`config.mk`:
```
export PLATFORM = sky130hd
export DESIGN_NAME = midi_note_message_queue_core
export DESIGN_NICKNAME = d
export VERILOG_FILES = /design/src/hdl/midi_nmq_pkg.sv /design/src/hdl/midi_note_message_queue_core.sv /design/src/hdl/midi_nmq_ram.sv
export SDC_FILE = /design/constraint.sdc
export NUM_CORES = 1
export LEC_CHECK = 0
export BUFFER_PORTS_ARGS = -buffer_cell sky130_fd_sc_hd__buf_4
export CELL_PAD_IN_SITES_DETAIL_PLACEMENT = 1
export CELL_PAD_IN_SITES_GLOBAL_PLACEMENT = 2
export CORE_MARGIN = 2
export CORE_UTILIZATION = 41
export CTS_BUF_LIST = sky130_fd_sc_hd__clkbuf_4
export DETAILED_ROUTE_END_ITERATION = 10
export HOLD_SLACK_MARGIN = 0.05
export MAX_ROUTING_LAYER = met4
export PLACE_DENSITY = 0.74
export SLEW_MARGIN = 30
export SYNTH_ARGS = -nofsm -noshare
export SYNTH_HDL_FRONTEND = slang
export SYNTH_SLANG_ARGS = --single-unit
```
`constraint.sdc`:
```
create_clock -name aclk -period 4.8 [get_ports aclk]
set_input_delay 0.24 -clock aclk [delete_from_list [all_inputs] [get_ports aclk]]
set_output_delay 0.24 -clock aclk [all_outputs]
set_load 0.02 [all_outputs]
```
`src/hdl/midi_nmq_pkg.sv`:
```
// package for the midi note message queue
// holds operation codes, message constants, result kinds and the controller state type
// no dependencies
package midi_nmq_pkg;

    // request operation codes
    localparam logic [1:0] OP_NOTE_ON  = 2'd0;
    localparam logic [1:0] OP_NOTE_OFF = 2'd1;
    localparam logic [1:0] OP_FLUSH    = 2'd2;

    // midi status bytes, channel goes in the low nibble
    localparam logic [7:0] STATUS_NOTE_ON  = 8'h90;
    localparam logic [7:0] STATUS_NOTE_OFF = 8'h80;

    // bytes in one note message
    localparam int unsigned MSG_LEN = 3;

    // result kinds
    localparam logic KIND_STATUS = 1'b0;
    localparam logic KIND_BYTE   = 1'b1;

    typedef enum logic [2:0] {
        ST_IDLE,
        ST_WR_NOTE,
        ST_WR_VEL,
        ST_STATUS,
        ST_FL_READ,
        ST_FL_SEND
    } nmq_state_t;

endpackage

```
`src/hdl/midi_note_message_queue_core.sv`:
```
// top level of the midi note message queue
// depends on midi_nmq_pkg and midi_nmq_ram

// A byte ring buffer of DEPTH entries for three-byte midi note messages. A
// note-on or note-off request stores the status byte (0x90 or 0x80 with the
// channel in the low nibble), the note and the velocity, but only when all
// three fit with one slot kept free (fill + 3 <= DEPTH - 1); one status result
// reports whether the message was stored. A flush request sends every queued
// byte in order as byte results, marks the last one, and leaves the buffer
// empty; flushing an empty buffer and the unused operation code give no result.
// A queue request writes the status byte as it is taken, then the note and the
// velocity through the single ram write port, then loads the result; a rejected
// one goes straight to the result load. A flush reads and then sends each byte,
// as the ram read data is registered, and waits while the result side stalls.
// Requests are taken one at a time; a finished result waits in the output
// register while the next request is accepted.
// The buffer storage is not cleared at reset and needs no clearing pass.
module midi_note_message_queue_core #(
    parameter int DEPTH = 32
) (
    input  logic       aclk,
    input  logic       aresetn,
    // request channel
    input  logic       s_valid,
    output logic       s_ready,
    input  logic [1:0] s_operation,
    input  logic [3:0] s_channel,
    input  logic [6:0] s_note,
    input  logic [6:0] s_velocity,
    // result channel
    output logic       m_valid,
    input  logic       m_ready,
    output logic       m_kind,
    output logic       m_accepted,
    output logic [7:0] m_tx_byte,
    output logic       m_last
);

    import midi_nmq_pkg::*;

    localparam int PTR_W = $clog2(DEPTH);
    localparam int CNT_W = PTR_W + 1;
    // largest fill that still leaves room for a message plus the spare slot
    localparam logic [CNT_W-1:0] MAX_FILL = CNT_W'(DEPTH - 1 - MSG_LEN);

    // ring pointer step with wrap at DEPTH
    function automatic logic [PTR_W-1:0] advance(input logic [PTR_W-1:0] p);
        advance = (p == PTR_W'(DEPTH - 1)) ? '0 : p + 1'b1;
    endfunction

    nmq_state_t state_reg, state_next;

    logic [PTR_W-1:0] wp_reg, wp_next;
    logic [PTR_W-1:0] rp_reg, rp_next;

    // captured message bytes and the fit decision
    logic [6:0] note_reg;
    logic [6:0] vel_reg;
    logic       ok_reg;

    // output register
    logic       m_valid_reg, m_valid_next;
    logic       m_kind_reg;
    logic       m_accepted_reg;
    logic [7:0] m_tx_byte_reg;
    logic       m_last_reg;

    // ram ports
    logic             ram_we;
    logic [7:0]       ram_wdata;
    logic [7:0]       ram_rdata;

    logic             s_accept;
    logic             out_free;
    logic [CNT_W-1:0] fill;
    logic             fits;
    logic [7:0]       status_byte;
    logic             is_queue_op;
    logic             load_status;
    logic             load_byte;
    logic [PTR_W-1:0] rp_adv;

    assign s_accept = s_valid && s_ready;
    // output slot is free when empty or being drained this cycle
    assign out_free = !m_valid_reg || m_ready;

    // fill level from the two pointers
    always_comb begin
        if (wp_reg >= rp_reg) begin
            fill = {1'b0, wp_reg} - {1'b0, rp_reg};
        end else begin
            fill = {1'b0, wp_reg} + CNT_W'(DEPTH) - {1'b0, rp_reg};
        end
    end

    assign fits        = (fill <= MAX_FILL);
    assign is_queue_op = (s_operation == OP_NOTE_ON) || (s_operation == OP_NOTE_OFF);
    assign status_byte = ((s_operation == OP_NOTE_ON) ? STATUS_NOTE_ON : STATUS_NOTE_OFF)
                         | {4'b0000, s_channel};
    assign rp_adv      = advance(rp_reg);

    // next state
    always_comb begin
        state_next = state_reg;
        unique case (state_reg)
            ST_IDLE: begin
                if (s_accept) begin
                    if (is_queue_op) begin
                        state_next = fits ? ST_WR_NOTE : ST_STATUS;
                    end else if (s_operation == OP_FLUSH && rp_reg != wp_reg) begin
                        state_next = ST_FL_READ;
                    end
                end
            end
            ST_WR_NOTE: state_next = ST_WR_VEL;
            ST_WR_VEL:  state_next = ST_STATUS;
            ST_STATUS: begin
                if (out_free) begin
                    state_next = ST_IDLE;
                end
            end
            ST_FL_READ: state_next = ST_FL_SEND;
            ST_FL_SEND: begin
                if (out_free) begin
                    state_next = (rp_adv == wp_reg) ? ST_IDLE : ST_FL_READ;
                end
            end
            default: state_next = ST_IDLE;
        endcase
    end

    // outputs of the controller
    always_comb begin
        s_ready     = 1'b0;
        ram_we      = 1'b0;
        ram_wdata   = status_byte;
        load_status = 1'b0;
        load_byte   = 1'b0;
        wp_next     = wp_reg;
        rp_next     = rp_reg;
        unique case (state_reg)
            ST_IDLE: begin
                // nothing is taken while reset is held
                s_ready = aresetn;
                // status byte goes in the same cycle the request is taken
                if (s_accept && is_queue_op && fits) begin
                    ram_we  = 1'b1;
                    wp_next = advance(wp_reg);
                end
            end
            ST_WR_NOTE: begin
                ram_we    = 1'b1;
                ram_wdata = {1'b0, note_reg};
                wp_next   = advance(wp_reg);
            end
            ST_WR_VEL: begin
                ram_we    = 1'b1;
                ram_wdata = {1'b0, vel_reg};
                wp_next   = advance(wp_reg);
            end
            ST_STATUS: begin
                load_status = out_free;
            end
            ST_FL_READ: begin
                // read address is rp_reg, data shows up next cycle
            end
            ST_FL_SEND: begin
                if (out_free) begin
                    load_byte = 1'b1;
                    rp_next   = rp_adv;
                end
            end
            default: begin
            end
        endcase
    end

    always_comb begin
        m_valid_next = m_valid_reg;
        if (load_status || load_byte) begin
            m_valid_next = 1'b1;
        end else if (m_ready) begin
            m_valid_next = 1'b0;
        end
    end

    midi_nmq_ram #(
        .WIDTH(8),
        .DEPTH(DEPTH)
    ) u_store (
        .aclk (aclk),
        .we   (ram_we),
        .waddr(wp_reg),
        .wdata(ram_wdata),
        .raddr(rp_reg),
        .rdata(ram_rdata)
    );

    // control registers
    always_ff @(posedge aclk) begin
        if (!aresetn) begin
            state_reg   <= ST_IDLE;
            wp_reg      <= '0;
            rp_reg      <= '0;
            m_valid_reg <= 1'b0;
        end else begin
            state_reg   <= state_next;
            wp_reg      <= wp_next;
            rp_reg      <= rp_next;
            m_valid_reg <= m_valid_next;
        end
    end

    // payload registers
    always_ff @(posedge aclk) begin
        if (s_accept) begin
            note_reg <= s_note;
            vel_reg  <= s_velocity;
            ok_reg   <= fits;
        end
        if (load_status) begin
            m_kind_reg     <= KIND_STATUS;
            m_accepted_reg <= ok_reg;
            m_tx_byte_reg  <= 8'h00;
            m_last_reg     <= 1'b1;
        end else if (load_byte) begin
            m_kind_reg     <= KIND_BYTE;
            m_accepted_reg <= 1'b0;
            m_tx_byte_reg  <= ram_rdata;
            // last byte once the read pointer catches the write pointer
            m_last_reg     <= (rp_adv == wp_reg);
        end
    end

    assign m_valid    = m_valid_reg;
    assign m_kind     = m_kind_reg;
    assign m_accepted = m_accepted_reg;
    assign m_tx_byte  = m_tx_byte_reg;
    assign m_last     = m_last_reg;

endmodule

```
`src/hdl/midi_nmq_ram.sv`:
```
// generic simple dual port ram, one write port and one read port
// read data is registered; no dependencies
module midi_nmq_ram #(
    parameter int WIDTH = 8,
    parameter int DEPTH = 32
) (
    input  logic                     aclk,
    input  logic                     we,
    input  logic [$clog2(DEPTH)-1:0] waddr,
    input  logic [WIDTH-1:0]         wdata,
    input  logic [$clog2(DEPTH)-1:0] raddr,
    output logic [WIDTH-1:0]         rdata
);

    logic [WIDTH-1:0] mem [DEPTH];

    always_ff @(posedge aclk) begin
        if (we) begin
            mem[waddr] <= wdata;
        end
        rdata <= mem[raddr];
    end

endmodule

```
==> flow_metrics.env, run 1 <==
export IMPL_outcome="completed"
export IMPL_final_cell_mix="edfxtp_1 (272), clkbuf_4 (103), mux4_2 (72)"
export IMPL_crit_chain="inv_1 -> ha_1 -> fa_1 -> nand2b_1 -> o2bb2ai_1 -> and4b_4 -> o31ai_4 -> a41oi_4 -> buf_4 -> nor3b_2"
export IMPL_synthAdderAreaFrac_pct=1.358
export IMPL_hold_viol=0
export IMPL_wirelength_mm=32.16
export IMPL_tightest_slew_ns=0.7757
export IMPL_final_common_cell="edfxtp_1"
export IMPL_htreeDepth=3
export IMPL_fin_crit_ns=3.617
export IMPL_synth_ff_type="edfxtp_1"
export IMPL_wire_per_inst_um=26.19
export IMPL_grt_util_met1_pct=27.27
export IMPL_grtUsageTotal_pct=21.68
export IMPL_path_depth=10
export IMPL_synth_area_um2=12530
export IMPL_timing_rr_start="wp_reg[0]$_SDFFE_PN0P_"
export IMPL_post_cts_buffers=0
export IMPL_power_switching_w=0.001304
export IMPL_ir_drop_uv=161.6
export IMPL_yosysUniqueCellTypes=55
export IMPL_antenna_left=0
export IMPL_async_flop_share_pct=0
export IMPL_final_nets=808
export IMPL_grt_pass1_vias=7349
export IMPL_cp_end_kind="flip-flop"
export IMPL_dr_pass1_iters=5
export IMPL_antenna_found_initial=1
export IMPL_powerDensity_nw_per_um2=378.6
export IMPL_worst_ep_required_time_ns=5.09
export IMPL_synthCells=652
export IMPL_final_area_um2=14500
export IMPL_synthSimpleGateAreaFrac_pct=7.357
export IMPL_rr_endpoint="u_store.mem[24][1]$_DFFE_PP_"
export IMPL_synth_compound_area_share_pct=3.344
export IMPL_cts_made_buffers=77
export IMPL_synth_edf_count=272
export IMPL_power_frac_clock_pct=40.0
export IMPL_setup_violations=0
export IMPL_fin_tns_setup_ns=0
export IMPL_avgViaCountPerCell=5.540
export IMPL_worstSetupPathType="flip-flop to flip-flop"
export IMPL_startpoint="wp_reg[0]$_SDFFE_PN0P_"
export IMPL_dr_first_iter_drc_count=570
export IMPL_cp_num_buf_inv=2
export IMPL_startpoint_type="flip-flop"
export IMPL_grt_use_met2_pct=33.93
export IMPL_cts_buffer_depth=3
export IMPL_path_max_fanout=37
export IMPL_globalplace_congestion=0.8640
export IMPL_die_height_um=178.8
export IMPL_leakagePower_nw=4.663
export IMPL_vias=6803
export IMPL_power_share_switching_pct=23.74
export IMPL_dpl_hpwl_mm=20.39
export IMPL_clock_sinks=304
export IMPL_ios=37
export IMPL_fp_dieW_um=178.8
export IMPL_areaGrowthSynthToFinish_pct=15.72
export IMPL_min_from="s_valid"
export IMPL_endpoint="u_store.mem[24][1]$_DFFE_PP_"
export IMPL_cts_tree="built"
export IMPL_rows=64
export IMPL_rrSetupSlack_ns=1.18
export IMPL_grt_max_degree=38
export IMPL_start_util_pct=41.30
export IMPL_cp_top_family="simple AND/OR/NAND/NOR gates"
export IMPL_rsz0062_at_grt="no"
export IMPL_syn_area_per_cell_um2=19.22
export IMPL_core_area_um2=30350
export IMPL_p_int_w=0.004187
export IMPL_yosys_warnings=0
export IMPL_grt_pass1_wl_mm=47.64
export IMPL_worstPathArrival_ns=3.91
export IMPL_port_buffers=36
export IMPL_seqPwrFrac_pct=54.0
export IMPL_hold_path_class="primary input to flip-flop"
export IMPL_slew_viol_final=0
export IMPL_combPwrFrac_pct=6.0
export IMPL_root_buffer="clkbuf_4"
export IMPL_max_cap_viol_count=0
export IMPL_clock_skew_ns=0.05236
export IMPL_synth_top_family_by_area="multiplexers"
export IMPL_dpl_cell_area_um2=13320
export IMPL_synth_xor_area_share_pct=0.6988
export IMPL_holdWs_ns=0.1694
export IMPL_slew_headroom_pct=48.29
export IMPL_largest_reg_flops=256
export IMPL_grt_overflow=0
export IMPL_max_stage_delay_ns=0.65
export IMPL_min_period_over_period_pct=75.35
export IMPL_ys_seq_elements=304
export IMPL_drive_above_1_share_pct=35.02
export IMPL_clkLatencyLatePin_ns=0.71
export IMPL_finalPower_w=0.005491
export IMPL_clkTransAtPathRegs_ns=0.07
export IMPL_fmax_mhz=276.5
export IMPL_critPathSlowestCell="nor3b_2"
export IMPL_muxShareOfSynthArea_pct=14.93
export IMPL_die_area_um2=31980
export IMPL_synth_fp_nets=689
export IMPL_drc=0
export IMPL_top_usage_layer="met2"
export IMPL_grt_use_met3_pct=4.283
export IMPL_r2r_cells=10
export IMPL_yosysSeqAreaShare_pct=70.28
==> per-stage QoR <==
| stage | setup WS (ns) | utilization [%] | std cells |
|---|---|---|---|
| floorplan | 1.428 | - | 652 |
| global placement | 1.313 | 43.70 | 1067 |
| detailed placement | 1.185 | 43.88 | 1069 |
| CTS | 1.169 | 47.78 | 1227 |
| global route | 0.9458 | 47.79 | 1228 |
| finish | 1.183 | 47.79 | 1228 |
==> synthesized netlist by cell type (all sizes together), types with 2 or more instances <==
| cell | n | area [um2] |
|---|---|---|
| nor3 | 7 | 35.03 |
| mux2i | 4 | 40.04 |
| a22o | 8 | 70.07 |
| xnor2 | 6 | 52.55 |
| a22oi | 2 | 15.01 |
| a41oi | 2 | 36.29 |
| o22ai | 5 | 31.28 |
| a2bb2oi | 4 | 35.03 |
| a21oi | 10 | 57.56 |
| buf | 16 | 141.4 |
| nand2 | 43 | 161.4 |
| or3 | 2 | 12.51 |
| xor2 | 4 | 35.03 |
| a21boi | 3 | 22.52 |
| clkinv | 2 | 7.510 |
| ha | 12 | 150.1 |
| nor2 | 22 | 85.09 |
| nand2b | 4 | 25.02 |
| clkbuf | 17 | 63.81 |
| nand3 | 7 | 35.03 |
| nor2b | 6 | 37.54 |
| a31oi | 4 | 25.02 |
| inv | 11 | 41.29 |
| mux4 | 80 | 1832 |
| o21ai | 6 | 30.03 |
| o2bb2ai | 2 | 17.52 |
| nand4 | 2 | 12.51 |
| dfxtp | 32 | 640.6 |
| edfxtp | 272 | 8168 |
| and3 | 3 | 18.77 |
| and2 | 2 | 12.51 |
| nor3b | 34 | 400.4 |
| nand3b | 4 | 30.03 |
==> layer usage <==
metal	up-vias	part of all wire, %
li1	2948	-
met1	3515	41
met2	265	49
met3	75	5.6
met4	0	3.6
met5	-	0
==> cells by family after synthesis <==
| kind of cell | count (synthesis) |
|---|---|
| and+or+nand+nor | 142 |
| xor gates and xnor gates | 10 |
| DFF | 304 |
| buffers and inverters | 46 |
| AOI/OAI and AO/OA | 53 |
| muxes | 84 |
| adders and majority gates | 13 |
==> timing repair <==
| action | in CTS | in global routing |
|---|---|---|
| hold endpoints to repair | 28 | 0 |
| hold buffers | 19 | 0 |
| endpoints found under the setup margin | 0 | 0 |
| gates resized for setup | 0 | 0 |
==> final cells by class <==
type                       instances  area (um2)
timing repair buffer              73       635.6
sequential                       304        8813
fill                            2827       15850
clock buffer                     103       773.2
antenna                            1       2.502
clock inverter                    36       220.2
tap                              396       495.5
inverter                          13       48.80
multi-input combinational        302        3515
==> how the worst min path moves through the flow <==
stage,to,depth (start not counted)
2_1_floorplan,note_reg[0]$_DFFE_PP_,0
3_3_place_gp,note_reg[0]$_DFFE_PP_,1
3_5_place_dp,vel_reg[4]$_DFFE_PP_,1
4_1_cts,wp_reg[3]$_SDFFE_PN0P_,5
5_1_grt,wp_reg[3]$_SDFFE_PN0P_,5
6_report,wp_reg[3]$_SDFFE_PN0P_,5
==> power by group through the flow <==
stage / clock network, W / registers, W / logic (W)
2_1_floorplan: 0 / 0.00303 / 0.000150
3_3_place_gp: 0 / 0.00302 / 0.000317
3_5_place_dp: 0 / 0.00302 / 0.000325
4_1_cts: 0.00225 / 0.00297 / 0.000337
5_1_grt: 0.00239 / 0.00297 / 0.000356
6_report: 0.00219 / 0.00296 / 0.000332
==> worst min-delay path: stages <==
cell and delay (ns):
buf_4 0.09, nand2_1 0.08, nor2_1 0.11, a41oi_1 0.14
o2bb2ai_1 0.12
(Power assumes the default switching activity.)
==> run 2, diff against run 1 <==
ABC_AREA = 1   (was unset)
PLACE_DENSITY = 0.81   (was 0.74)
clock period = 3.4 ns   (was 4.8 ns; I/O delays follow)
==> run 2 against run 1 <==
  * Hold slack better by 0.021 ns
  * Fmax rose by 12%
  * Wire length rose by 12%
  * Final cell count increased by 32%
  * Sequential cell count stayed put
  * Clock skew down 0.016 ns
  * Largest power group unchanged
==> flow_metrics.env, run 2 <==
export IMPL_outcome="completed"
export IMPL_cts_tree="built"
export IMPL_vias=8882
export IMPL_final_common_cell="edfxtp_1"
export IMPL_synth_top_area_share_pct=65.49
export IMPL_antenna_left=0
export IMPL_grt_pass1_vias=9170
export IMPL_antenna_found_initial=1
export IMPL_nFillCells=3184
export IMPL_grtUsageTotal_pct=23.85
export IMPL_ys_seq_elements=304
export IMPL_setup_slack_ns=0.1843
export IMPL_ir_drop_uv=252.3
export IMPL_tightest_slew_ns=0.8565
export IMPL_rows=63
export IMPL_async_flop_share_pct=0
export IMPL_clkLatencyLatePin_ns=0.71
export IMPL_core_area_um2=29800
export IMPL_htreeDepth=3
export IMPL_yosysSeqAreaShare_pct=70.63
export IMPL_max_cap_viol_count=0
export IMPL_dpl_cell_area_um2=13220
export IMPL_syn_area_per_cell_um2=11.81
export IMPL_hold_path_class="primary input to flip-flop"
export IMPL_grt_overflow=0
export IMPL_globalplace_congestion=0.8405
export IMPL_yosys_warnings=0
export IMPL_fmax_mhz=311.0
export IMPL_dpl_hpwl_mm=22.13
export IMPL_start_util_pct=41.86
export IMPL_grt_max_degree=96
export IMPL_synth_most_common_cell="edfxtp_1"
export IMPL_min_period_over_period_pct=94.58
export IMPL_leakagePower_nw=5.204
export IMPL_hold_viol=0
export IMPL_cp_end_kind="flip-flop"
export IMPL_finalPower_w=0.008087
export IMPL_clkTransAtPathRegs_ns=0.07
export IMPL_slew_viol_final=0
export IMPL_root_buffer="clkbuf_4"
export IMPL_die_height_um=178.4
export IMPL_synth_area_um2=12470
export IMPL_path_max_fanout=9
export IMPL_port_buffers=36
export IMPL_drive_above_1_share_pct=17.59
export IMPL_worstSetupPathType="flip-flop to flip-flop"
export IMPL_areaGrowthSynthToFinish_pct=16.65
export IMPL_cts_buffer_depth=3
export IMPL_clock_sinks=304
export IMPL_multi_input_area_um2=3274
export IMPL_synthCells=1056
export IMPL_rsz0062_at_grt="no"
export IMPL_die_area_um2=31830
export IMPL_setup_violations=0
export IMPL_startpoint_type="flip-flop"
export IMPL_final_area_um2=14550
export IMPL_wire_per_inst_um=22.22
export IMPL_dr_first_iter_drc_count=658
export IMPL_yosys_area_top_type="edfxtp_1"
export IMPL_synth_common_cells="edfxtp_1 (272), nor2_1 (211), o21ai_0 (144), nand2_1 (102), nand3_1 (43)"
export IMPL_synth_edf_count=272
export IMPL_clock_skew_ns=0.03685
export IMPL_final_cell_mix="edfxtp_1 (272), nor2_1 (208), o21ai_0 (144)"
export IMPL_fin_crit_ns=3.216
export IMPL_final_nets=1203
export IMPL_fin_tns_setup_ns=0
export IMPL_ys_top_cells_by_area="edfxtp_1 (65%), nor2_1 (6.4%), o21ai_0 (5.8%)"
export IMPL_grt_pass1_wl_mm=54.31
export IMPL_drc=0
export IMPL_worstPathArrival_ns=3.52
export IMPL_fp_dieW_um=178.4
export IMPL_powerDensity_nw_per_um2=555.8
export IMPL_ios=37
export IMPL_avgViaCountPerCell=5.486
export IMPL_largest_reg_flops=256
export IMPL_synth_fp_nets=1093
export IMPL_wirelength_mm=35.97
export IMPL_yosysUniqueCellTypes=38
export IMPL_cts_made_buffers=80
export IMPL_dr_pass1_iters=7
export IMPL_slew_headroom_pct=42.90
export IMPL_synth_ff_type="edfxtp_1"
export IMPL_worst_ep_required_time_ns=3.71
export IMPL_register_area_um2=8813
export IMPL_place_ws_ns=0.1398
run 2: critical path, cell delays in order (launching register included):
cell,delay (ns)
dfxtp_1,0.42
inv_1,0.13
ha_1,0.24
fa_1,0.42
nor2_1,0.18
o21ai_0,0.14
nand2_1,0.09
nand2_1,0.04
nand2_1,0.12
nand3_4,0.15
nand2_8,0.15
nand2_4,0.18
nor2_1,0.59
run 2: cells by family after synthesis:
kind of cell	after synthesis	synth area share [%]
adder cells (fa/ha/maj)	13	1.364
AND/OR/NAND/NOR	388	13.25
AO/OA/AOI/OAI	248	11.37
buffers and inverters	102	3.321
XOR/XNOR	1	0.07024
flip-flops	304	70.63
run 2: power by group:
group | internal, W | switching [W]
Sequential | 0.00415 | 0.0000290
Combinational | 0.000140 | 0.000303
Clock | 0.00196 | 0.00150
run 2: worst paths after layout:
| check | startpoint | slack (ns) | depth (start not counted) | end |
|---|---|---|---|---|
| max reg2reg | wp_reg[0]$_SDFFE_PN0P_ | 0.18 | 12 | u_store.mem[9][4]$_DFFE_PP_ |
| max | wp_reg[0]$_SDFFE_PN0P_ | 0.18 | 12 | u_store.mem[9][4]$_DFFE_PP_ |
| min reg2reg | u_store.rdata[7]$_DFF_P_ | 0.45 | 1 | m_tx_byte[7]$_SDFFE_PP0P_ |
| min | s_operation[0] | 0.19 | 3 | u_store.mem[28][4]$_DFFE_PP_ |
run 2: per-layer routing:
metal  vias up  track usage [%]  part of all wire, %
met1      4457            30.44                   43
met5         -                -                    0
met4         0            7.757                  2.3
met2       285            38.95                   49
li1       4072                -                    -
met3        68            4.028                  5.5
run 2: through the flow:
stage	hold slack, ns	cells	util (%)
global placement	0.3488	1454	44.36
detailed placement	0.3499	1454	44.37
CTS	0.1372	1618	48.79
global route	0.1540	1619	48.83
floorplan	0.2689	1056	-
finish	0.1900	1619	48.83
run 2: final cells by class:
cell class | instances | share of cell area (%)
diodes | 1 | 0.01720
clock buffers | 117 | 6.037
clock inverters | 27 | 1.634
inverters | 47 | 1.221
multi-input cells | 650 | 22.51
flip-flops and latches | 304 | 60.58
well taps | 390 | 3.354
repair buffers | 83 | 4.653
run 2: what timing repair did:
item,in CTS,in global routing
setup buffers,0,0
setup endpoints to repair,0,17
endpoints found under the hold margin,30,0
hold buffers,20,0
gates resized for setup,0,3
==> run 3, diff against run 2 <==
clock period = 3.8 ns   (was 3.4 ns; I/O delays follow)
==> run 3 against run 2 <==
  * Non-clock buffer count decreased by 5
  * Combinational power decreased by 10%
  * Die area unchanged
  * Register-to-register slack improved by 0.39 ns
  * Critical path depth decreased by 1
  * Total power decreased by 13%
  * Highest routed layer unchanged
==> flow_metrics.env, run 3 (synthesized netlist as in run 2, its figures left out) <==
export IMPL_outcome="completed"
export IMPL_fmax_mhz=310.3
export IMPL_final_cell_mix="edfxtp_1 (272), nor2_1 (210), o21ai_0 (144)"
export IMPL_vias=8805
export IMPL_fin_tns_setup_ns=0
export IMPL_antenna_left=0
export IMPL_fin_util_pct=48.33
export IMPL_root_buffer="clkbuf_4"
export IMPL_setup_violations=0
export IMPL_hold_viol=0
export IMPL_path_common_cell="nand2_1"
export IMPL_clkTransAtPathRegs_ns=0.06
export IMPL_hold_path_end="vel_reg[6]$_DFFE_PP_"
export IMPL_clkLatencyLatePin_ns=0.69
export IMPL_powerDensity_nw_per_um2=486.2
export IMPL_ios=37
export IMPL_grt_pass1_wl_mm=54.14
export IMPL_cts_made_buffers=80
export IMPL_final_nets=1198
export IMPL_areaGrowthSynthToFinish_pct=15.46
export IMPL_cts_tree="built"
export IMPL_power_share_switching_pct=23.26
export IMPL_whs_path_depth=2
export IMPL_slew_viol_final=0
export IMPL_rrSetupSlack_ns=0.58
export IMPL_start_util_pct=41.86
export IMPL_min_from="s_velocity[6]"
export IMPL_slew_headroom_pct=39.16
export IMPL_max_cap_viol_count=0
export IMPL_hold_path_class="primary input to flip-flop"
export IMPL_htreeDepth=3
export IMPL_p_int_w=0.005373
export IMPL_rsz0062_at_grt="no"
export IMPL_ctsResizeCount=0
export IMPL_worstPathArrival_ns=3.52
export IMPL_avgViaCountPerCell=5.476
export IMPL_ir_drop_uv=232.0
export IMPL_dr_pass1_iters=7
export IMPL_wire_per_inst_um=22.27
export IMPL_drc=0
export IMPL_clock_sinks=304
export IMPL_power_switching_w=0.001629
export IMPL_tightest_slew_ns=0.9126
export IMPL_power_frac_clock_pct=41.0
export IMPL_worstSetupPathType="flip-flop to flip-flop"
export IMPL_startpoint_type="flip-flop"
export IMPL_cp_num_buf_inv=0
export IMPL_dpl_hpwl_mm=22.29
export IMPL_core_area_um2=29800
export IMPL_grt_pass1_vias=9103
export IMPL_hold_buffers=20
export IMPL_port_buffers=36
export IMPL_fin_crit_ns=3.222
export IMPL_cp_end_kind="flip-flop"
export IMPL_crit_chain="ha_1 -> fa_1 -> nor2_1 -> o21ai_0 -> nand2_1 -> nand2_1 -> nand2_1 -> nand3_4 -> nand2_8 -> nand2_4 -> nor2_1"
export IMPL_antenna_found_initial=1
export IMPL_rr_endpoint="u_store.mem[21][6]$_DFFE_PP_"
export IMPL_final_common_cell="edfxtp_1"
export IMPL_max_stage_delay_ns=0.62
export IMPL_seqPwrFrac_pct=53.4
export IMPL_drive_above_1_share_pct=16.84
export IMPL_critPathSlowestCell="nor2_1"
export IMPL_worst_ep_required_time_ns=4.10
export IMPL_clock_skew_ns=0.04769
export IMPL_rows=63
export IMPL_die_height_um=178.4
export IMPL_nFillCells=3194
export IMPL_dr_first_iter_drc_count=794
export IMPL_globalplace_congestion=0.8026
export IMPL_cp_top_family="simple AND/OR/NAND/NOR gates"
export IMPL_grt_overflow=0
export IMPL_timing_rr_start="rp_reg[0]$_SDFFE_PN0P_"
export IMPL_largest_reg_flops=256
export IMPL_post_cts_buffers=0
export IMPL_cts_buffer_depth=3
export IMPL_combPwrFrac_pct=5.7
export IMPL_grt_max_degree=96
export IMPL_holdWs_ns=0.2146
export IMPL_path_max_fanout=52
export IMPL_wirelength_mm=35.81
export IMPL_r2r_cells=11
export IMPL_die_area_um2=31830
export IMPL_grtUsageTotal_pct=23.84
export IMPL_min_period_over_period_pct=84.80
export IMPL_fp_dieW_um=178.4
export IMPL_leakagePower_nw=5.113
[run 3: cell type report]
type,count,area (um2),share of cell area (%)
clock inverters,22,152.6,1.060
well taps,390,488.0,3.389
repair buffers,78,635.6,4.414
clock buffers,116,870.8,6.047
inverters,47,177.7,1.234
flip-flops and latches,304,8813,61.20
multi-input cells,650,3259,22.63
diodes,1,2.502,0.01738
[run 3: power groups by stage]
stage,Sequential (W),Clock (W),Combinational (W)
detailed placement,0.00381,0,0.000383
global placement,0.00381,0,0.000378
finish,0.00374,0.00287,0.000397
floorplan,0.00383,0,0.000174
global route,0.00374,0.00311,0.000428
CTS,0.00374,0.00293,0.000402
[run 3: how the worst max path moves through the flow]
stage                                    startpoint                            to  slack [ns]  cells after the start
final                        rp_reg[0]$_SDFFE_PN0P_  u_store.mem[21][6]$_DFFE_PP_        0.58                     11
after global routing         rp_reg[0]$_SDFFE_PN0P_   u_store.mem[5][1]$_DFFE_PP_        0.30                     12
after floorplan           state_reg[1]$_SDFFE_PN0P_   u_store.mem[0][4]$_DFFE_PP_        0.36                      4
after CTS                    wp_reg[0]$_SDFFE_PN0P_  u_store.mem[21][6]$_DFFE_PP_        0.52                     12
after detailed placement     rp_reg[0]$_SDFFE_PN0P_  u_store.mem[21][1]$_DFFE_PP_        0.57                     11
after global placement       rp_reg[0]$_SDFFE_PN0P_   u_store.mem[6][7]$_DFFE_PP_        0.73                     11
[run 3: layer usage]
| metal | track usage [%] | share of wire (%) |
|---|---|---|
| met5 | - | 0 |
| met1 | 30.21 | 42 |
| met4 | 7.419 | 2.5 |
| met3 | 4.177 | 5.3 |
| met2 | 39.21 | 50 |
[run 3: worst register-to-register path, cell delays in order (launching register included)]
cell and delay (ns):
dfxtp_4 0.50, ha_1 0.32, fa_1 0.40, nor2_1 0.16
o21ai_0 0.12, nand2_1 0.09, nand2_1 0.05, nand2_1 0.11
nand3_4 0.14, nand2_8 0.14, nand2_4 0.17, nor2_1 0.63
[run 3: metrics by stage]
| step | area [um2] | setup WS, ns | power, W | cells |
|---|---|---|---|---|
| 2_1_floorplan | 12470 | 0.3623 | 0.004000 | 1056 |
| 3_3_place_gp | 13170 | 0.7323 | 0.004187 | 1449 |
| 3_5_place_dp | 13170 | 0.5657 | 0.004194 | 1449 |
| 4_1_cts | 14400 | 0.5225 | 0.007073 | 1607 |
| 5_1_grt | 14400 | 0.2972 | 0.007275 | 1608 |
| 6_report | 14400 | 0.5775 | 0.007002 | 1608 |
